File: config.mk
export PLATFORM = sky130hd
export DESIGN_NAME = work_stealing_task_scheduler_unit
export DESIGN_NICKNAME = d
export VERILOG_FILES = /design/src/rtl/core/wsts_pkg.sv /design/src/rtl/core/wsts_deque_mem.sv /design/src/rtl/core/wsts_task_mem.sv /design/src/rtl/core/work_stealing_task_scheduler_unit.sv
export SDC_FILE = /design/constraint.sdc
export NUM_CORES = 2
export LEC_CHECK = 0
export BUFFER_PORTS_ARGS = -buffer_cell sky130_fd_sc_hd__buf_4
export CORE_UTILIZATION = 55
export CTS_CLUSTER_DIAMETER = 80
export DETAILED_ROUTE_END_ITERATION = 16
export GPL_TIMING_DRIVEN = 0
export PLACE_DENSITY = 0.72
export SLEW_MARGIN = 20
export SYNTH_ARGS = -nofsm -noshare
export SYNTH_HDL_FRONTEND = slang
export SYNTH_SLANG_ARGS = --single-unit
export TNS_END_PERCENT = 100
File: constraint.sdc
create_clock -name clk -period 7.14 [get_ports clk]
set_input_delay 0.357 -clock clk [delete_from_list [all_inputs] [get_ports clk]]
set_output_delay 0.357 -clock clk [all_outputs]
set_load 0.02 [all_outputs]
File: src/rtl/core/wsts_pkg.sv
// Shared types and constants for the work-stealing task scheduler.
// No dependencies; every other file imports this package.
package wsts_pkg;

  localparam int WORKERS_DEF     = 2;
  localparam int DEQUE_DEPTH_DEF = 32;
  localparam int TASK_SLOTS_DEF  = 16;

  localparam logic [5:0]  MAX_TARGET = 6'd46;
  localparam logic [15:0] STAT_MAX   = 16'hFFFF;

  localparam logic FUNC_PUSH = 1'b0;
  localparam logic FUNC_STEP = 1'b1;

  localparam logic [1:0] KIND_PUSH_OK   = 2'd0;
  localparam logic [1:0] KIND_PUSH_FULL = 2'd1;
  localparam logic [1:0] KIND_TICK      = 2'd2;
  localparam logic [1:0] KIND_IDLE      = 2'd3;

  typedef struct packed {
    logic [5:0]  target;
    logic [5:0]  progress;
    logic [31:0] fib_low;
    logic [31:0] fib_high;
  } task_t;

  typedef struct packed {
    logic [1:0]  kind;
    logic        worker;
    logic [3:0]  task_id;
    logic        stolen;
    logic        finished;
    logic [30:0] fib_value;
    logic [15:0] ticks;
    logic [15:0] steals;
  } res_t;

endpackage

File: src/rtl/core/wsts_deque_mem.sv
// Ring storage for all worker deques, one synchronous memory.
// Depends on wsts_pkg.
module wsts_deque_mem
  import wsts_pkg::*;
#(
  parameter int AW = 6,
  parameter int DW = 4
) (
  input  logic          clk,
  input  logic          rd_en,
  input  logic [AW-1:0] rd_addr,
  output logic [DW-1:0] rd_data,
  input  logic          wr_en,
  input  logic [AW-1:0] wr_addr,
  input  logic [DW-1:0] wr_data
);

  logic [DW-1:0] mem [2**AW];

  always_ff @(posedge clk) begin
    if (wr_en) begin
      mem[wr_addr] <= wr_data;
    end
    if (rd_en) begin
      rd_data <= mem[rd_addr];
    end
  end

endmodule

File: src/rtl/core/wsts_task_mem.sv
// Per-task state memory: target, progress and the Fibonacci pair.
// Depends on wsts_pkg for task_t.
module wsts_task_mem
  import wsts_pkg::*;
#(
  parameter int AW = 4
) (
  input  logic          clk,
  input  logic          rd_en,
  input  logic [AW-1:0] rd_addr,
  output task_t         rd_data,
  input  logic          wr_en,
  input  logic [AW-1:0] wr_addr,
  input  task_t         wr_data
);

  task_t mem [2**AW];

  always_ff @(posedge clk) begin
    if (wr_en) begin
      mem[wr_addr] <= wr_data;
    end
    if (rd_en) begin
      rd_data <= mem[rd_addr];
    end
  end

endmodule

File: src/rtl/core/work_stealing_task_scheduler_unit.sv
// A push transaction passes through S_PUSH, and its result strobe is registered. A round
// visits S_PICK, S_DQ and S_TK for each worker that runs a task and S_PICK alone for each
// worker with nothing to do, then S_OUT once for each result. The deque and task memories,
// which every visit reads in turn, have registered reads. Results come one per cycle with
// out_valid and cannot be held off; busy falls in the cycle that carries the last result of
// a transaction, so the next transaction can be accepted at the edge that ends it. No
// clearing pass follows reset.
// Depends on wsts_pkg, wsts_deque_mem and wsts_task_mem.
module work_stealing_task_scheduler_unit
  import wsts_pkg::*;
#(
  parameter int WORKERS     = WORKERS_DEF,
  parameter int DEQUE_DEPTH = DEQUE_DEPTH_DEF,
  parameter int TASK_SLOTS  = TASK_SLOTS_DEF
) (
  input  logic        clk,
  input  logic        rst_n,
  input  logic        start,
  output logic        busy,
  input  logic        in_func,
  input  logic        in_worker,
  input  logic [3:0]  in_task_id,
  input  logic [5:0]  in_target_index,
  output logic        out_valid,
  output logic [1:0]  out_kind,
  output logic        out_worker_res,
  output logic [3:0]  out_task_id_res,
  output logic        out_stolen,
  output logic        out_finished,
  output logic [30:0] out_fib_value,
  output logic [15:0] out_worker_ticks,
  output logic [15:0] out_worker_steals,
  output logic        out_deques_empty,
  output logic        out_last
);

  localparam int WW = $clog2(WORKERS);
  localparam int PW = (DEQUE_DEPTH > 1) ? $clog2(DEQUE_DEPTH) : 1;
  localparam int FW = $clog2(DEQUE_DEPTH + 1);
  localparam int TW = (TASK_SLOTS > 1) ? $clog2(TASK_SLOTS) : 1;
  localparam int AW = $clog2(WORKERS * DEQUE_DEPTH);
  localparam int RW = $clog2(WORKERS + 1);

  typedef enum logic [5:0] {
    S_IDLE = 6'b000001,
    S_PUSH = 6'b000010,
    S_PICK = 6'b000100,
    S_DQ   = 6'b001000,
    S_TK   = 6'b010000,
    S_OUT  = 6'b100000
  } state_t;

  state_t state_r, state_nxt;

  logic [PW-1:0] head_r [WORKERS];
  logic [PW-1:0] head_nxt [WORKERS];
  logic [PW-1:0] tail_r [WORKERS];
  logic [PW-1:0] tail_nxt [WORKERS];
  logic [FW-1:0] fill_r [WORKERS];
  logic [FW-1:0] fill_nxt [WORKERS];
  logic [15:0]   ticks_r [WORKERS];
  logic [15:0]   ticks_nxt [WORKERS];
  logic [15:0]   steals_r [WORKERS];
  logic [15:0]   steals_nxt [WORKERS];

  logic          pw_r, pw_nxt;
  logic [TW-1:0] pid_r, pid_nxt;
  logic [5:0]    ptgt_r, ptgt_nxt;
  logic [WW-1:0] wsel_r, wsel_nxt;
  logic          stole_r, stole_nxt;
  logic [RW-1:0] res_cnt_r, res_cnt_nxt;
  logic [RW-1:0] out_idx_r, out_idx_nxt;
  res_t          rbuf_r [WORKERS];
  res_t          rbuf_wdata;
  logic          rbuf_we;

  logic          out_valid_r, out_valid_nxt;
  res_t          out_res_r, out_res_nxt;
  logic          out_idle_r, out_idle_nxt;
  logic          out_last_r, out_last_nxt;

  logic          dq_rd_en, dq_wr_en;
  logic [AW-1:0] dq_rd_addr, dq_wr_addr;
  logic [TW-1:0] dq_rd_data, dq_wr_data;
  logic          tk_rd_en, tk_wr_en;
  logic [TW-1:0] tk_rd_addr, tk_wr_addr, id_r, id_nxt;
  task_t         tk_rd_data, tk_wr_data;

  logic [TW-1:0] id_map [16];

  for (genvar i = 0; i < 16; i++) begin : g_idmap
    assign id_map[i] = TW'(i % TASK_SLOTS);
  end

  function automatic logic [AW-1:0] daddr(input logic [WW-1:0] w, input logic [PW-1:0] p);
    return AW'(AW'(w) * AW'(DEQUE_DEPTH) + AW'(p));
  endfunction

  function automatic logic [PW-1:0] ptr_inc(input logic [PW-1:0] p);
    return (p == PW'(DEQUE_DEPTH - 1)) ? '0 : PW'(p + 1'b1);
  endfunction

  function automatic logic [PW-1:0] ptr_dec(input logic [PW-1:0] p);
    return (p == '0) ? PW'(DEQUE_DEPTH - 1) : PW'(p - 1'b1);
  endfunction

  function automatic logic [15:0] sat_inc(input logic [15:0] v);
    return (v == STAT_MAX) ? v : 16'(v + 1'b1);
  endfunction

  function automatic logic [3:0] id4(input logic [TW-1:0] id);
    logic [7:0] t;
    t = 8'(id);
    return t[3:0];
  endfunction

  wsts_deque_mem #(.AW(AW), .DW(TW)) u_deque (
    .clk    (clk),
    .rd_en  (dq_rd_en),
    .rd_addr(dq_rd_addr),
    .rd_data(dq_rd_data),
    .wr_en  (dq_wr_en),
    .wr_addr(dq_wr_addr),
    .wr_data(dq_wr_data)
  );

  wsts_task_mem #(.AW(TW)) u_task (
    .clk    (clk),
    .rd_en  (tk_rd_en),
    .rd_addr(tk_rd_addr),
    .rd_data(tk_rd_data),
    .wr_en  (tk_wr_en),
    .wr_addr(tk_wr_addr),
    .wr_data(tk_wr_data)
  );

  always_comb begin
    logic          found;
    logic [WW-1:0] vic;
    logic          fin;
    logic [31:0]   sum;
    logic          all_empty;
    task_t         t;
    state_nxt     = state_r;
    head_nxt      = head_r;
    tail_nxt      = tail_r;
    fill_nxt      = fill_r;
    ticks_nxt     = ticks_r;
    steals_nxt    = steals_r;
    pw_nxt        = pw_r;
    pid_nxt       = pid_r;
    ptgt_nxt      = ptgt_r;
    wsel_nxt      = wsel_r;
    stole_nxt     = stole_r;
    res_cnt_nxt   = res_cnt_r;
    out_idx_nxt   = out_idx_r;
    id_nxt        = id_r;
    out_valid_nxt = 1'b0;
    out_res_nxt   = out_res_r;
    out_idle_nxt  = out_idle_r;
    out_last_nxt  = out_last_r;
    dq_rd_en      = 1'b0;
    dq_rd_addr    = '0;
    dq_wr_en      = 1'b0;
    dq_wr_addr    = '0;
    dq_wr_data    = '0;
    tk_rd_en      = 1'b0;
    tk_rd_addr    = '0;
    tk_wr_en      = 1'b0;
    tk_wr_addr    = '0;
    tk_wr_data    = '0;
    rbuf_we       = 1'b0;
    rbuf_wdata    = '0;
    found         = 1'b0;
    vic           = '0;
    fin           = 1'b0;
    sum           = '0;
    t             = tk_rd_data;

    case (state_r)
      S_IDLE: begin
        if (start) begin
          pw_nxt      = in_worker;
          pid_nxt     = id_map[in_task_id];
          ptgt_nxt    = (in_target_index > MAX_TARGET) ? MAX_TARGET : in_target_index;
          wsel_nxt    = '0;
          res_cnt_nxt = '0;
          out_idx_nxt = '0;
          state_nxt   = (in_func == FUNC_PUSH) ? S_PUSH : S_PICK;
        end
      end
      S_PUSH: begin
        out_valid_nxt          = 1'b1;
        out_res_nxt            = '0;
        out_res_nxt.worker     = pw_r;
        out_res_nxt.task_id    = id4(pid_r);
        out_res_nxt.ticks      = ticks_r[WW'(pw_r)];
        out_res_nxt.steals     = steals_r[WW'(pw_r)];
        out_res_nxt.kind       = KIND_PUSH_FULL;
        out_last_nxt           = 1'b1;
        if (fill_r[WW'(pw_r)] < FW'(DEQUE_DEPTH)) begin
          out_res_nxt.kind        = KIND_PUSH_OK;
          tk_wr_en                = 1'b1;
          tk_wr_addr              = pid_r;
          tk_wr_data.target       = ptgt_r;
          tk_wr_data.progress     = '0;
          tk_wr_data.fib_low      = 32'd0;
          tk_wr_data.fib_high     = 32'd1;
          dq_wr_en                = 1'b1;
          dq_wr_addr              = daddr(WW'(pw_r), tail_r[WW'(pw_r)]);
          dq_wr_data              = pid_r;
          tail_nxt[WW'(pw_r)]     = ptr_inc(tail_r[WW'(pw_r)]);
          fill_nxt[WW'(pw_r)]     = FW'(fill_r[WW'(pw_r)] + 1'b1);
        end
        state_nxt = S_IDLE;
      end
      S_PICK: begin
        for (int v = 0; v < WORKERS; v++) begin
          if (!found && WW'(v) != wsel_r && fill_r[v] != '0) begin
            found = 1'b1;
            vic   = WW'(v);
          end
        end
        if (fill_r[wsel_r] != '0) begin
          dq_rd_en           = 1'b1;
          dq_rd_addr         = daddr(wsel_r, head_r[wsel_r]);
          head_nxt[wsel_r]   = ptr_inc(head_r[wsel_r]);
          fill_nxt[wsel_r]   = FW'(fill_r[wsel_r] - 1'b1);
          ticks_nxt[wsel_r]  = sat_inc(ticks_r[wsel_r]);
          stole_nxt          = 1'b0;
          state_nxt          = S_DQ;
        end else if (found) begin
          dq_rd_en           = 1'b1;
          dq_rd_addr         = daddr(vic, ptr_dec(tail_r[vic]));
          tail_nxt[vic]      = ptr_dec(tail_r[vic]);
          fill_nxt[vic]      = FW'(fill_r[vic] - 1'b1);
          ticks_nxt[wsel_r]  = sat_inc(ticks_r[wsel_r]);
          steals_nxt[wsel_r] = sat_inc(steals_r[wsel_r]);
          stole_nxt          = 1'b1;
          state_nxt          = S_DQ;
        end else if (wsel_r == WW'(WORKERS - 1)) begin
          state_nxt = S_OUT;
        end else begin
          wsel_nxt = WW'(wsel_r + 1'b1);
        end
      end
      S_DQ: begin
        tk_rd_en   = 1'b1;
        tk_rd_addr = dq_rd_data;
        id_nxt     = dq_rd_data;
        state_nxt  = S_TK;
      end
      S_TK: begin
        if (tk_rd_data.progress >= tk_rd_data.target) begin
          fin = 1'b1;
        end else begin
          sum        = tk_rd_data.fib_low + tk_rd_data.fib_high;
          t.fib_low  = tk_rd_data.fib_high;
          t.fib_high = sum;
          t.progress = 6'(tk_rd_data.progress + 1'b1);
          fin        = (t.progress >= tk_rd_data.target);
        end
        tk_wr_en   = 1'b1;
        tk_wr_addr = id_r;
        tk_wr_data = t;
        if (!fin) begin
          dq_wr_en         = 1'b1;
          dq_wr_addr       = daddr(wsel_r, tail_r[wsel_r]);
          dq_wr_data       = id_r;
          tail_nxt[wsel_r] = ptr_inc(tail_r[wsel_r]);
          fill_nxt[wsel_r] = FW'(fill_r[wsel_r] + 1'b1);
        end
        rbuf_we             = 1'b1;
        rbuf_wdata.kind     = KIND_TICK;
        rbuf_wdata.worker   = wsel_r[0];
        rbuf_wdata.task_id  = id4(id_r);
        rbuf_wdata.stolen   = stole_r;
        rbuf_wdata.finished = fin;
        rbuf_wdata.fib_value = t.fib_low[30:0];
        rbuf_wdata.ticks    = ticks_r[wsel_r];
        rbuf_wdata.steals   = steals_r[wsel_r];
        res_cnt_nxt         = RW'(res_cnt_r + 1'b1);
        if (wsel_r == WW'(WORKERS - 1)) begin
          state_nxt = S_OUT;
        end else begin
          wsel_nxt  = WW'(wsel_r + 1'b1);
          state_nxt = S_PICK;
        end
      end
      S_OUT: begin
        out_valid_nxt = 1'b1;
        if (res_cnt_r == '0) begin
          out_res_nxt      = '0;
          out_res_nxt.kind = KIND_IDLE;
          out_last_nxt     = 1'b1;
        end else begin
          out_res_nxt  = rbuf_r[WW'(out_idx_r)];
          out_last_nxt = (out_idx_r == RW'(res_cnt_r - 1'b1));
        end
        out_idx_nxt = RW'(out_idx_r + 1'b1);
        if (out_last_nxt) begin
          state_nxt = S_IDLE;
        end
      end
      default: begin
        state_nxt = S_IDLE;
      end
    endcase

    all_empty = 1'b1;
    for (int w = 0; w < WORKERS; w++) begin
      if (fill_nxt[w] != '0) begin
        all_empty = 1'b0;
      end
    end
    if (out_valid_nxt) begin
      out_idle_nxt = all_empty;
    end
  end

  always_ff @(posedge clk) begin
    if (!rst_n) begin
      state_r     <= S_IDLE;
      out_valid_r <= 1'b0;
      for (int w = 0; w < WORKERS; w++) begin
        head_r[w]   <= '0;
        tail_r[w]   <= '0;
        fill_r[w]   <= '0;
        ticks_r[w]  <= '0;
        steals_r[w] <= '0;
      end
    end else begin
      state_r     <= state_nxt;
      out_valid_r <= out_valid_nxt;
      head_r      <= head_nxt;
      tail_r      <= tail_nxt;
      fill_r      <= fill_nxt;
      ticks_r     <= ticks_nxt;
      steals_r    <= steals_nxt;
    end
  end

  always_ff @(posedge clk) begin
    pw_r       <= pw_nxt;
    pid_r      <= pid_nxt;
    ptgt_r     <= ptgt_nxt;
    wsel_r     <= wsel_nxt;
    stole_r    <= stole_nxt;
    res_cnt_r  <= res_cnt_nxt;
    out_idx_r  <= out_idx_nxt;
    id_r       <= id_nxt;
    out_res_r  <= out_res_nxt;
    out_idle_r <= out_idle_nxt;
    out_last_r <= out_last_nxt;
    if (rbuf_we) begin
      rbuf_r[WW'(res_cnt_r)] <= rbuf_wdata;
    end
  end

  assign busy              = (state_r != S_IDLE);
  assign out_valid         = out_valid_r;
  assign out_kind          = out_res_r.kind;
  assign out_worker_res    = out_res_r.worker;
  assign out_task_id_res   = out_res_r.task_id;
  assign out_stolen        = out_res_r.stolen;
  assign out_finished      = out_res_r.finished;
  assign out_fib_value     = out_res_r.fib_value;
  assign out_worker_ticks  = out_res_r.ticks;
  assign out_worker_steals = out_res_r.steals;
  assign out_deques_empty  = out_idle_r;
  assign out_last          = out_last_r;

  a_last_gap: assert property (@(posedge clk) disable iff (!rst_n)
    out_valid && out_last |=> !out_valid)
    else $error("Result strobe directly after the final result of a transaction.");

  a_idle_result: assert property (@(posedge clk) disable iff (!rst_n)
    out_valid && out_kind == KIND_IDLE |-> out_deques_empty && out_last)
    else $error("Idle result without an empty pool or not final.");

  for (genvar w = 0; w < WORKERS; w++) begin : g_fill_chk
    a_fill_bound: assert property (@(posedge clk) disable iff (!rst_n)
      fill_r[w] <= FW'(DEQUE_DEPTH))
      else $error("Deque fill count exceeds its depth.");
  end

endmodule
==> flow_summary.json <==
{
  "end_kind": "flip-flop",
  "drive_above_1_share": 0.130,
  "worst_r2r_path_depth": 18,
  "synth-compound-area-share": 0.0983,
  "synthesis.nets": 5595,
  "vias": 50918,
  "crit_end": "u_deque.rd_data[1]$_DFFE_PP_",
  "drtIter0Drc": 6559,
  "yosysWarnings": 0,
  "drt-pass1-iter-count": 6,
  "final_cell_count_no_fill": 7947,
  "crit_start": "fill_r[2]$_SDFF_PN0_",
  "slowest_stage": "o311ai_1",
  "cp_top_family": "compound AO/OA/AOI/OAI gates",
  "vias_per_cell": 6.41,
  "rsz0062_at_grt": "no",
  "async_flop_share": 0,
  "routed_wirelength_um": 224000,
  "area_growth_pct": 14.7,
  "cts_made_buffers": 184,
  "design_area_um2": 90300,
  "syn_inst": 5522,
  "clk_transition_reported_paths_ps": 60,
  "cts_setup_buffers": 0,
  "yosysMostFrequentCell": "edfxtp_1",
  "whs_ps": 101,
  "gp_congestion": 0.978,
  "r2r-end": "u_deque.rd_data[1]$_DFFE_PP_",
  "start_kind": "flip-flop",
  "io_buffers": 90,
  "synth_top_area_frac": 0.669,
  "synth_xor_area_frac": 0.00878,
  "status": "finished, final reports clean",
  "dieArea_um2": 145000,
  "cts.sinks": 1859,
  "worst_path_most_repeated_cell": "buf_2",
  "antenna_left": 0,
  "setup_viol": 0,
  "syn_avg_cell_area_um2": 14.3,
  "timing.rr.start": "fill_r[2]$_SDFF_PN0_",
  "place_inst": 7588,
  "p_per_area_nw_per_um2": 246,
  "drv_cap": 0,
  "grt_overflow_total": 0,
  "hpwl_um": 157000,
  "post-place-ws_ps": 1010,
  "synth.area.top_cells": "edfxtp_1 (67%), mux2i_1 (5.5%), a211oi_1 (3.7%), dfxtp_1 (2.6%), a21oi_1 (2.6%)",
  "boundaryPins": 91,
  "fin_ws_ps": 867,
  "placed_area_um2": 84000,
  "synthAdderAreaFrac": 0.00931,
  "synth_cell_types": 100,
  "die_h_um": 380,
  "crit_buf_inv": 6,
  "htree_levels": 4,
  "row_count": 138,
  "start_util": 0.556,
  "path_depth": 18,
  "critPathKind": "flip-flop to flip-flop",
  "cts_buffer_depth": 3,
  "drc": 0,
  "grtUsageTotal": 0.306,
  "die_w_um": 380,
  "yosys_register_bits": 1859,
  "yosys.area_share.simple": 0.0781,
  "grt_pass1_vias": 49938,
  "critical_path.max_fanout": 10,
  "synth_top_family_by_area": "compound AO/OA/AOI/OAI gates",
  "hold_violations": 0,
  "cpPeakStageDelay_ps": 630,
  "synth-main-ff-cell": "edfxtp_1",
  "worst_ep_arrival_time_ps": 6830,
  "max_freq_mhz": 159,
  "slew_headroom": 0.167,
  "reg2reg_setup_slack_ps": 870,
  "cts_resized": 0,
  "post-route-min-period_ps": 6270,
  "clk_latency_ps": 850,
  "synth_common_cells": "edfxtp_1 (1755), mux2i_1 (433), nand2_1 (428)",
  "power.total_uw": 22200,
  "syn-cell-area_um2": 78800,
  "clockRootBuffer": "clkbuf_16",
  "synthMuxAreaShare": 0.0885,
  "core_um2": 142000,
  "routedWlPerCell_um": 28.1,
  "slew_violations": 0,
  "tightest_slew_ps": 1250,
  "cts_tree": "done",
  "cp_data_required_time_ps": 7700,
  "peakVddDrop_uv": 221,
  "power.leakage_uw": 0.0287,
  "nets": 5976,
  "fin_worst_skew_ps": 36.6,
  "grt_start_max_net_pins": 43,
  "fin_crit_sh": 0.879,
  "synth_edf_count": 1755,
  "synth_seq_area_share": 0.695,
  "crit_chain": "buf_2 -> nor4_4 -> a21o_1 -> buf_2 -> mux2i_1 -> ha_1 -> buf_2 -> or4b_1 -> clkbuf_1 -> a211oi_1 -> a221oi_2 -> o22ai_2 -> buf_4 -> clkbuf_1 -> nand2_1 -> a21oi_1 -> a32oi_1 -> o311ai_1",
  "grt_antenna_before_repair": 12,
  "grt_pass1_wl_um": 327000,
  "min_path_type": "primary input to flip-flop",
  "synth_area_leader_cell": "edfxtp_1"
}
[worst min-delay path by stage]
| stage | from | end | slack, ps | depth (start not counted) |
|---|---|---|---|---|
| after global routing | start | out_idx_r[1]$_SDFFCE_PN0P_ | 110 | 3 |
| after floorplan | u_deque.rd_data[1]$_DFFE_PP_ | id_r[1]$_DFFE_PN_ | 420 | 0 |
| final | start | flip-flop | 100 | 4 |
| after detailed placement | head_r[9]$_SDFFE_PN0P_ | head_r[9]$_SDFFE_PN0P_ | 450 | 2 |
| after global placement | head_r[4]$_SDFFE_PN0P_ | head_r[4]$_SDFFE_PN0P_ | 440 | 2 |
| after CTS | start | out_idx_r[0]$_DFFE_PP_ | 40 | 3 |
[tightest hold or removal path: cells and delay by family]
kind,cells,cell delay (ps)
simple gates,2,300
buf+inv,1,100
compound gates,1,90
[metal layers]
metal / vias to the layer above / wire length [um] / GRT usage
met2: 2670 / 109000 / 0.504
li1: 22205 / - / -
met1: 25592 / 87800 / 0.412
met5: - / 14 / 0
met4: 2 / 8440 / 0.117
met3: 449 / 18200 / 0.0466
[per-stage QoR]
stage | utilization | setup TNS (ps)
after floorplan | - | 0
after global placement | 0.577 | -3233820
after detailed placement | 0.593 | 0
after CTS | 0.636 | 0
after global routing | 0.637 | 0
final | 0.637 | 0
[state kept, by name, indices dropped and copies added (netlist names), 12 cells and up, named ones only]
register and cells:
u_deque.mem 256, steals_r 32, out_worker_ticks 16, u_task.rd_data 74
out_worker_steals 16, ticks_r 32, out_fib_value 31, u_task.mem 1184
fill_r 12, rbuf_r 142
[cell usage in the layout, fill, tap and decap left out, types with 34 or more instances in the layout]
| cell | n |
|---|---|
| a211oi_1 | 385 |
| a21oi_1 | 364 |
| a21oi_2 | 52 |
| and3_1 | 163 |
| buf_1 | 36 |
| buf_12 | 44 |
| buf_16 | 34 |
| buf_4 | 106 |
| clkbuf_1 | 310 |
| clkbuf_16 | 188 |
| clkinv_1 | 36 |
| dfxtp_1 | 104 |
| edfxtp_1 | 1755 |
| ha_1 | 57 |
| inv_1 | 42 |
| mux2_2 | 82 |
| mux2i_1 | 433 |
| mux4_2 | 75 |
| nand2_1 | 427 |
| nand3_1 | 170 |
| nor2_1 | 361 |
| nor3_1 | 36 |
| o21ai_0 | 139 |
| xnor2_1 | 47 |
[layout make-up]
type,count,area [um^2]
inverter,46,175
clock buffer,232,4900
buffer,370,1560
timing repair buffer,195,2730
sequential,1859,54800
multi-input combinational,3247,22700
tap,1890,2360
clock inverter,107,1110
fill,10189,51400
antenna,1,2.50
[report_power, final]
part	total (uW)	leakage [uW]	internal, uW	switching, uW
registers	11800	0.0144	11800	28.6
logic	664	0.0114	219	445
clock network	9670	0.00293	5500	4170
total	22200	0.0288	17500	4650
[cells by family (layout without fill, tap and decap cells)]
group	after synthesis	after routing
flip-flops	1859	1859
multiplexers	592	592
buffers and inverters	416	950
AO/OA/AOI/OAI	1196	1196
AND/OR/NAND/NOR	1322	1322
other	0	1
adder cells (fa/ha/maj)	58	58
XOR/XNOR	79	79
[timing repair]
item | 4_1_cts | 5_1_grt
endpoints found under the setup margin | 0 | 0
hold buffers | 18 | 0
hold endpoints to repair | 15 | 0
Note: power is estimated with default switching activity, not from simulation.
